**src/hw/rtl/ebm_ram.sv**
```systemverilog
// Generic single-port-write, single-port-read RAM with registered read data.
// Depends on nothing.
module ebm_ram #(
    parameter int WIDTH = 8,
    parameter int DEPTH = 16
) (
    input  logic                     aclk,
    input  logic                     wr_en,
    input  logic [$clog2(DEPTH)-1:0] wr_addr,
    input  logic [WIDTH-1:0]         wr_data,
    input  logic [$clog2(DEPTH)-1:0] rd_addr,
    output logic [WIDTH-1:0]         rd_data
);

    logic [WIDTH-1:0] mem [DEPTH];
    logic [WIDTH-1:0] rd_data_reg;

    always_ff @(posedge aclk) begin
        if (wr_en) begin
            mem[wr_addr] <= wr_data;
        end
        rd_data_reg <= mem[rd_addr];
    end

    assign rd_data = rd_data_reg;

endmodule

```
**config.mk**
```make
export PLATFORM = sky130hd
export DESIGN_NAME = ebm_ram
export DESIGN_NICKNAME = d
export VERILOG_FILES = /design/src/hw/rtl/ebm_ram.sv
export SDC_FILE = /design/constraint.sdc
export NUM_CORES = 1
export LEC_CHECK = 0
export ABC_CLOCK_PERIOD_IN_PS = 1940
export BUFFER_PORTS_ARGS = -buffer_cell sky130_fd_sc_hd__buf_4
export CORE_ASPECT_RATIO = 0.7
export CORE_MARGIN = 3
export CORE_UTILIZATION = 35
export DETAILED_ROUTE_END_ITERATION = 8
export GPL_TIMING_DRIVEN = 0
export SYNTH_ARGS = -nofsm -noshare
export SYNTH_HDL_FRONTEND = slang
export SYNTH_SLANG_ARGS = --single-unit
```
**constraint.sdc**
```tcl
create_clock -name aclk -period 1.94 [get_ports aclk]
set_clock_uncertainty 0.05 [all_clocks]
set_input_delay 0 -clock aclk [delete_from_list [all_inputs] [get_ports aclk]]
set_output_delay 0 -clock aclk [all_outputs]
set_load 0.01 [all_outputs]
```
==> key figures <==
Setup path
  – CP Max Fanout: 1
  – Setup CP Type: flip-flop to flip-flop
  – Critical Path AT: 1.70 ns
  – RR Endpoint: rd_data[1]
  – Reg2reg start: mem[9][1]
  – Worst-case reg-to-reg path depth: 3
  – Flop2flop setup slack: 0.46 ns
  – CP Capture Type: flip-flop
  – Critical Path Source Type: flip-flop
  – WP data required: 2.16 ns

Synth
  – Syn_nets: 247
  – Post-synthesis mux area share: 0.150
  – Post-synthesis register bit count: 136
  – Post-Syn Area per Cell: 22.5 um2
  – Seq/Total Area, Yosys: 0.778
  – Synth warn: 0
  – Main combinational cell family by area after synthesis: multiplexers
  – Most area-hungry cell type in the Yosys netlist: edfxtp_1
  – Synthesized instance count: 229
  – Largest cells by area after synthesis: edfxtp_1, mux4_2, mux4_1
  – Post-synth top area share: 0.747
  – Synth top cells by count: edfxtp_1, mux4_2, a22oi_1
  – Syn Std Cell Area: 0.00515 mm2
  – Post-synthesis adder-cell area fraction: 0
  – Post-synthesis async set-or-reset flop share: 0
  – Ys flop type: edfxtp_1
  – EDFF count, synth: 128
  – Synth Area in Simple Gates: 0.0318
  – Most frequent cell after synthesis: edfxtp_1
  – Post-Synth XOR/XNOR Area: 0
  – Compound-Gate Fraction of Synth Area: 0.0233
  – Count of different cell masters after synthesis: 19

Floorplan
  – Die area: 0.0162 mm2
  – Die width: 151 um
  – Starting density of the core: 0.364
  – DIE HEIGHT: 107 um
  – I/O pin total: 26
  – Core ar.: 0.0141 mm2
  – Rows: 36

Timing
  – Final Hold Fails: 8
  – Post-route minimum period: 1.48 ns
  – Crit share post-route: 0.764
  – Max-slew headroom: 0.124
  – Max Transition Viols Final: 0
  – Setup TNS: 0 ns
  – Fmax: 675 MHz
  – Final Setup Violations: 0
  – RSZ-0062 raised after global routing: false
  – Actual slew at the worst max-slew pin: 1.30 ns
  – Worst hold slack: -0.00867 ns

Placement
  – Gp weighted congestion: 0.744
  – DP HPWL: 6.84 mm
  – PortBufs: 24

Cells and area
  – Antenna Cells: 0
  – Area grow syn2layout: 21.1%
  – Fill cell count: 1231
  – Layout Utilization: 0.441
  – Final #Nets: 298
  – Max reg flops: 128
  – Share of layout cells above drive strength 1: 0.280

Job
  – Maxcap violations: 0

Routing
  – Antenna-violating nets left: 0
  – Drt first pass iters: 4
  – Total number of vias: 2406
  – Avg WL per Cell: 21.4 um
  – Drt initial violations: 201
  – Drt total wl: 10.4 mm
  – Vias per cell: 4.98
  – DRC violations left: 0

Power
  – Worst vdd ir: 0.613 mV
  – Leak: 2.07 nW
  – Pwr/cell area: 1090 mW/mm2
  – Total power draw: 6.82 mW

Clock network
  – Worst-skew pair later-pin latency: 0.41 ns
  – Root buffer cell: clkbuf_16
  – CTS max path bufs: 2
  – Clk pin slew, worst setup/hold paths: 0.06 ns
  – Post-CTS Setup Bufs: 0
  – Clk sinks: 136
  – Num CTS Buffers: 17
  – H-tree levels: 4
  – CTS tree: yes

Min path
  – Worst hold path type: input pin to flip-flop
  – Hold path endpoint: mem[0][0]
  – Hold Startpoint: wr_addr[0]
  – Hold depth: 2

Status
  – Status: complete, but fails checks
  – Violated checks: negative hold slack

Global route
  – Total track usage: 0.141
  – Initial antenna violation count: 0
  – Grt total ovfl: 0
  – Vias in the first global route: 2497
  – Largest net degree at the start of global routing: 17
  – First-pass GRT wire length: 15.8 mm
==> kinds of logic after synthesis <==
logic type,after synthesis
DFF,136
and+or+nand+nor,35
muxes,32
AOI/OAI and AO/OA,16
buffers and inverters,10
==> layout make-up <==
| type | count | area, um2 | area share |
|---|---|---|---|
| Buffer | 10 | 86.3 | 0.0138 |
| Clock buffer | 18 | 429 | 0.0688 |
| Clock inverter | 14 | 156 | 0.0251 |
| Multi-Input combinational cell | 83 | 1060 | 0.170 |
| Sequential cell | 136 | 4000 | 0.642 |
| Tap cell | 190 | 238 | 0.0381 |
| Timing Repair Buffer | 32 | 260 | 0.0417 |
==> metal layers <==
layer	wire length (um)	global-route usage	vias to the layer above
met5	0	0	-
met4	63	0.0388	0
met3	691	0.0404	6
met2	4850	0.207	60
met1	4750	0.206	1262
li1	-	-	1078
==> stage by stage <==
step	cell area (um2)	setup slack [ns]	instances
CTS	6230	0.154	483
detailed placement	5570	-0.275	443
global placement	5570	-0.229	443
finish	6240	0.458	483
floorplan	5150	0.397	229
global route	6240	0.401	483
==> cells in the final DEF, fill, tap and decap left out, drive strengths merged <==
cell	synthesis	routed
nand2	9	9
nor2b	1	1
nand3b	2	2
and2b	1	1
nor2	13	13
edfxtp	128	128
nand3	1	1
a22oi	16	16
and2	1	1
clkbuf	0	18
clkdlybuf4s25	3	3
nor3	4	4
nand2b	2	2
bufinv	0	3
mux4	32	32
clkinv	0	7
dlygate4sd3	0	8
clkinvlp	0	3
inv	0	1
buf	7	31
dfxtp	8	8
or3b	1	1
==> worst max-delay path: stages (launching register included) <==
cell      delay (ns)
edfxtp_1        0.35
mux4_1          0.56
a22oi_1         0.25
nand2_1         0.13
==> how the worst max path moves through the flow <==
| stage | from | end |
|---|---|---|
| 2_1_floorplan | wr_addr[2] | mem[0][0] |
| 3_3_place_gp | wr_addr[2] | mem[0][2] |
| 3_5_place_dp | wr_addr[2] | mem[0][2] |
| 4_1_cts | wr_addr[2] | mem[0][1] |
| 5_1_grt | wr_addr[3] | mem[4][5] |
| 6_report | mem[9][1] | rd_data[1] |
==> where the power goes <==
group | leakage (nW) | total (mW) | internal, mW | switching [mW]
Sequential | 1.22 | 3.30 | 3.29 | 0.0153
Combinational | 0.569 | 0.358 | 0.161 | 0.196
Clock | 0.279 | 3.16 | 2.00 | 1.16
==> what timing repair did <==
| action | in CTS | in global routing |
|---|---|---|
| hold buffers | 8 | 0 |
| resized for setup | 0 | 0 |
| endpoints found under the hold margin | 128 | 0 |
No activity file was read; power rests on OpenSTA's default activity.
