$ cat config.mk
export PLATFORM = sky130hd
export DESIGN_NAME = ebm_scan
export DESIGN_NICKNAME = d
export VERILOG_FILES = /design/src/hw/rtl/ebm_pkg.sv /design/src/hw/rtl/ebm_scan.sv
export SDC_FILE = /design/constraint.sdc
export NUM_CORES = 1
export LEC_CHECK = 0
export BUFFER_PORTS_ARGS = -buffer_cell sky130_fd_sc_hd__buf_2
export CORE_ASPECT_RATIO = 1.4
export CORE_MARGIN = 2
export CORE_UTILIZATION = 43
export DETAILED_ROUTE_END_ITERATION = 10
export MAX_ROUTING_LAYER = met4
export PLACE_DENSITY = 0.81
export SLEW_MARGIN = 0
export SYNTH_ARGS = -nofsm -noshare
export SYNTH_HDL_FRONTEND = slang
export SYNTH_SLANG_ARGS = --single-unit
export TNS_END_PERCENT = 1
$ cat constraint.sdc
create_clock -name vclk -period 3.3
set_input_delay 0.66 -clock vclk [all_inputs]
set_output_delay 0.66 -clock vclk [all_outputs]
set_load 0.005 [all_outputs]
$ cat src/hw/rtl/ebm_pkg.sv
// Shared constants and command codes for the erase block map and state table.
// Used by the top level, the scan unit and the testbench; depends on nothing.
package ebm_pkg;

    localparam int MAX_LOGICAL_BLOCKS  = 1024;
    localparam int MAX_PHYSICAL_BLOCKS = 1024;

    localparam int LOG_IDX_W  = $clog2(MAX_LOGICAL_BLOCKS);
    localparam int PHYS_IDX_W = $clog2(MAX_PHYSICAL_BLOCKS);
    localparam int BLK_W      = 11;
    localparam int CNT_W      = 11;
    localparam int CMD_W      = 3;

    // state store is organized as rows of lanes, scanned one row per cycle
    localparam int SCAN_LANES = 64;
    localparam int LANE_W     = $clog2(SCAN_LANES);
    localparam int STATE_ROWS = MAX_PHYSICAL_BLOCKS / SCAN_LANES;
    localparam int ROW_W      = $clog2(STATE_ROWS);
    localparam int ST_W       = 2;
    localparam int ROW_BITS   = SCAN_LANES * ST_W;

    localparam int S_TDATA_W = 40;
    localparam int M_TDATA_W = 16;
    localparam int CFG_IDX_W = 1;

    localparam logic [CFG_IDX_W-1:0] CFG_LOGICAL  = 1'b0;
    localparam logic [CFG_IDX_W-1:0] CFG_PHYSICAL = 1'b1;

    localparam logic [CMD_W-1:0] CMD_READ_MAP   = 3'd0;
    localparam logic [CMD_W-1:0] CMD_WRITE_MAP  = 3'd1;
    localparam logic [CMD_W-1:0] CMD_QUERY_FREE = 3'd2;
    localparam logic [CMD_W-1:0] CMD_MARK_FREE  = 3'd3;
    localparam logic [CMD_W-1:0] CMD_MARK_USED  = 3'd4;
    localparam logic [CMD_W-1:0] CMD_MARK_BAD   = 3'd5;
    localparam logic [CMD_W-1:0] CMD_FIND_FREE  = 3'd6;

    localparam logic [ST_W-1:0] ST_FREE = 2'd0;
    localparam logic [ST_W-1:0] ST_USED = 2'd1;
    localparam logic [ST_W-1:0] ST_BAD  = 2'd2;

    localparam logic [BLK_W-1:0] BLK_NONE = {BLK_W{1'b1}};

    localparam logic [CNT_W-1:0] LOGICAL_CAP  = CNT_W'(MAX_LOGICAL_BLOCKS);
    localparam logic [CNT_W-1:0] PHYSICAL_CAP = CNT_W'(MAX_PHYSICAL_BLOCKS);

endpackage

$ cat src/hw/rtl/ebm_scan.sv
// Free-block search over one row of the state store.
// Depends on ebm_pkg.
module ebm_scan (
    input  logic [ebm_pkg::ROW_BITS-1:0] row_data,
    input  logic [ebm_pkg::ROW_W-1:0]    row,
    input  logic [ebm_pkg::CNT_W-1:0]    limit,
    output logic                         found,
    output logic [ebm_pkg::LANE_W-1:0]   lane
);
    import ebm_pkg::*;

    logic [SCAN_LANES-1:0] hit;

    // a lane counts when its block is free and lies below the search limit
    always_comb begin
        for (int i = 0; i < SCAN_LANES; i++) begin
            hit[i] = (row_data[i*ST_W +: ST_W] == ST_FREE) &&
                     ({1'b0, row, LANE_W'(i)} < limit);
        end
    end

    // lowest hit wins
    always_comb begin
        found = 1'b0;
        lane  = '0;
        for (int i = SCAN_LANES - 1; i >= 0; i--) begin
            if (hit[i]) begin
                found = 1'b1;
                lane  = LANE_W'(i);
            end
        end
    end

endmodule

==> run metrics <==
Yosys cell types=80; count of endpoints failing hold in the final timing report=0; Max transition margin=0.684; FF+latch count=0; input/output buffers=150; final setup violating endpoints=7; Congestion Overflow GR=0; number of standard-cell rows in the floorplan=34; GP Congestion=0.987; Peak VDD IR=0.105 mV; residual DRC count=0; flip-flop and latch area=0 µm²; share of layout cells above drive strength 1=0.556; HP Start=row_data[44]; Placed Cells=approximately 750; cts hold-fix bufs=0; HP Class=in2out; leak pwr=2.24 nW; largest net degree at the start of global routing=15; Min Clock Period, post-route=approximately 3.8 ns; most frequent cells in the layout=142 x buf_2, 136 x buf_4, 65 x nor2_1, 32 x nand2_1, 29 x a21oi_1; antenna violations before repair=0; Top-Level Pins=150; ratio of total power to cell area=between 150 and 200 nW/µm²; Critical Path Slowest Stage Cell=a2111oi_4; Max Clk Rate=264 MHz; critical path peak fanout=5; Slew @ Worst Pin=0.470 ns; aggregate routed wire length=15.3 mm; worst setup path start=limit[8]; cell type with the highest aggregate area in the netlist=nor2_1; startpoint types=primary input; sequential fraction of the synthesis area=0; layout overhead on the synthesized area=82.3%; run status=finished, violations left; post-synthesis instance total=around 430; WP data required=roughly 2.6 ns; global-route total usage across every layer=0.413; multi-input combinational cell area=slightly below 3000 µm²; maxcap violations=0; count of vias placed by the detailed router=5007; cell class contributing the biggest share of worst-path delay=compound AO/OA/AOI/OAI gates; unrepaired setup endpoints after global routing=true; Worst Path Arrival=roughly 3.1 ns; detailed-router iteration count before antenna repair=5; average detailed-routed wire length per instance=19.7 µm; total number of nets in the final design=around 860; worst stage delay on the critical path=between 0.3 and 0.4 ns; kind of end point of the critical path=output pin; critical path class=in2out; Fill cells=around 450; commonest non-fill, non-tap cell in the layout=buf_2; setup TNS=-2.68 ns; floorplan die width=just over 70 µm; Total Die Area=roughly 7100 µm²; leading post-synthesis cells by cell area=nor2_1 9.5%, a21oi_1 6.7%, nand2_1 4.5%, o22ai_1 3.9%, o21ai_1 2.5%; final slew viol count=0; share of the synthesized area in the top cell type=0.0955; cell breakdown of the critical path=buf_6, inv_2, ha_4, and4b_2, buf_8, buf_4, and4_1, nand2_2, a31oi_1, nand4_1, a2111oi_4, a21oi_2, a21oi_2, buf_2; vias per inst=around 6.4; CLK BUF=0; violated checks=setup timing; netlist area before placement=about 2800 µm²; initial DRC count=just under 400; wire length of the first global-routing pass=between 20 and 25 mm; fin util=0.807; period utilisation layout=1.15; mean instance size in the synthesized netlist=between 6 and 7 µm²; area of the core=between 6000 and 7000 µm²; synth warn=0; CP bufs+invs=5; Die Span Y=approximately 100 µm; worst setup slack after placement=-0.705 ns; worst-case setup margin in the final layout=-0.484 ns; via count of the first global-routing pass=roughly 4800; filler-free cell count of the finished design=between 700 and 800; number of nets produced by synthesis=580; final antenna diode count=0; initial cell density of the core=0.443; number of routed nets with antenna violations=0; dpl hpwl=around 11 mm; crit-path most repeated cell=a21oi_2
==> synth_stat cells (4+ instances only) <==
master / number
a2111oi_0: 5
a211oi_1: 5
a21o_1: 4
a21oi_1: 37
a221oi_1: 4
a22oi_1: 5
a311oi_1: 5
a31oi_1: 11
and2_1: 7
and4b_1: 4
buf_2: 9
buf_4: 6
ha_1: 5
inv_1: 12
nand2_1: 33
nand3_1: 12
nand4_1: 8
nor2_1: 70
nor3_1: 13
o211ai_1: 9
o21a_1: 6
o21ai_0: 13
o21ai_1: 14
o21bai_1: 4
o22ai_1: 17
o31a_1: 5
o31ai_1: 8
or2_2: 11
or3_1: 6
==> power breakdown <==
part           internal [mW]  switching [mW]  leakage, nW
clock                      0               0            0
sequential                 0               0            0
combinational          0.396           0.429         2.24
total                  0.396           0.429         2.24
==> per-layer routing <==
layer / part of all wire / global-route usage
met1: 0.36 / 0.438
met5: 0 / -
met4: 0.068 / 0.203
met3: 0.075 / 0.0327
met2: 0.50 / 0.753
==> metrics by stage <==
stage | area (µm²) | hold slack [ns] | total power, mW
after floorplan | 2760 | 1.66 | 0.342
after global placement | 4380 | 1.96 | 0.664
after detailed placement | 4380 | 1.96 | 0.674
after CTS | 4850 | 1.95 | 0.753
after global routing | 5010 | 2.00 | 0.868
final | 5010 | 1.97 | 0.825
==> timing repair <==
| item | CTS | global route |
|---|---|---|
| gates cloned | 1 | 0 |
| resized for setup | 61 | 33 |
| buffers inserted | 21 | 3 |
| pin swaps | 27 | 18 |
| hold endpoints to repair | 0 | 0 |
| endpoints found under the setup margin | 7 | 7 |
==> layout make-up <==
cell class | count | share of cell area
Inverter | 12 | 0.00948
Multi-Input combinational cell | 399 | 0.590
Tap cell | 72 | 0.0180
Timing Repair Buffer | 294 | 0.383
==> worst paths after layout <==
check | to | slack, ns | cells after the start
min | lane[1] | 1.97 | 7
max | lane[0] | -0.48 | 14
==> cell families after synthesis <==
| group | Yosys count | synth area share |
|---|---|---|
| compound gates | 193 | 0.512 |
| fa+ha+maj | 5 | 0.0227 |
| buf+inv | 33 | 0.0655 |
| simple gates | 201 | 0.400 |
==> worst min-delay path: stages <==
cell and delay (ns):
buf_2 0.09, nor2_1 0.05, nand3_1 0.09, a21o_1 0.11
o22a_1 0.12, o41ai_2 0.06, buf_2 0.12
Note: power is estimated with default switching activity, not from simulation.
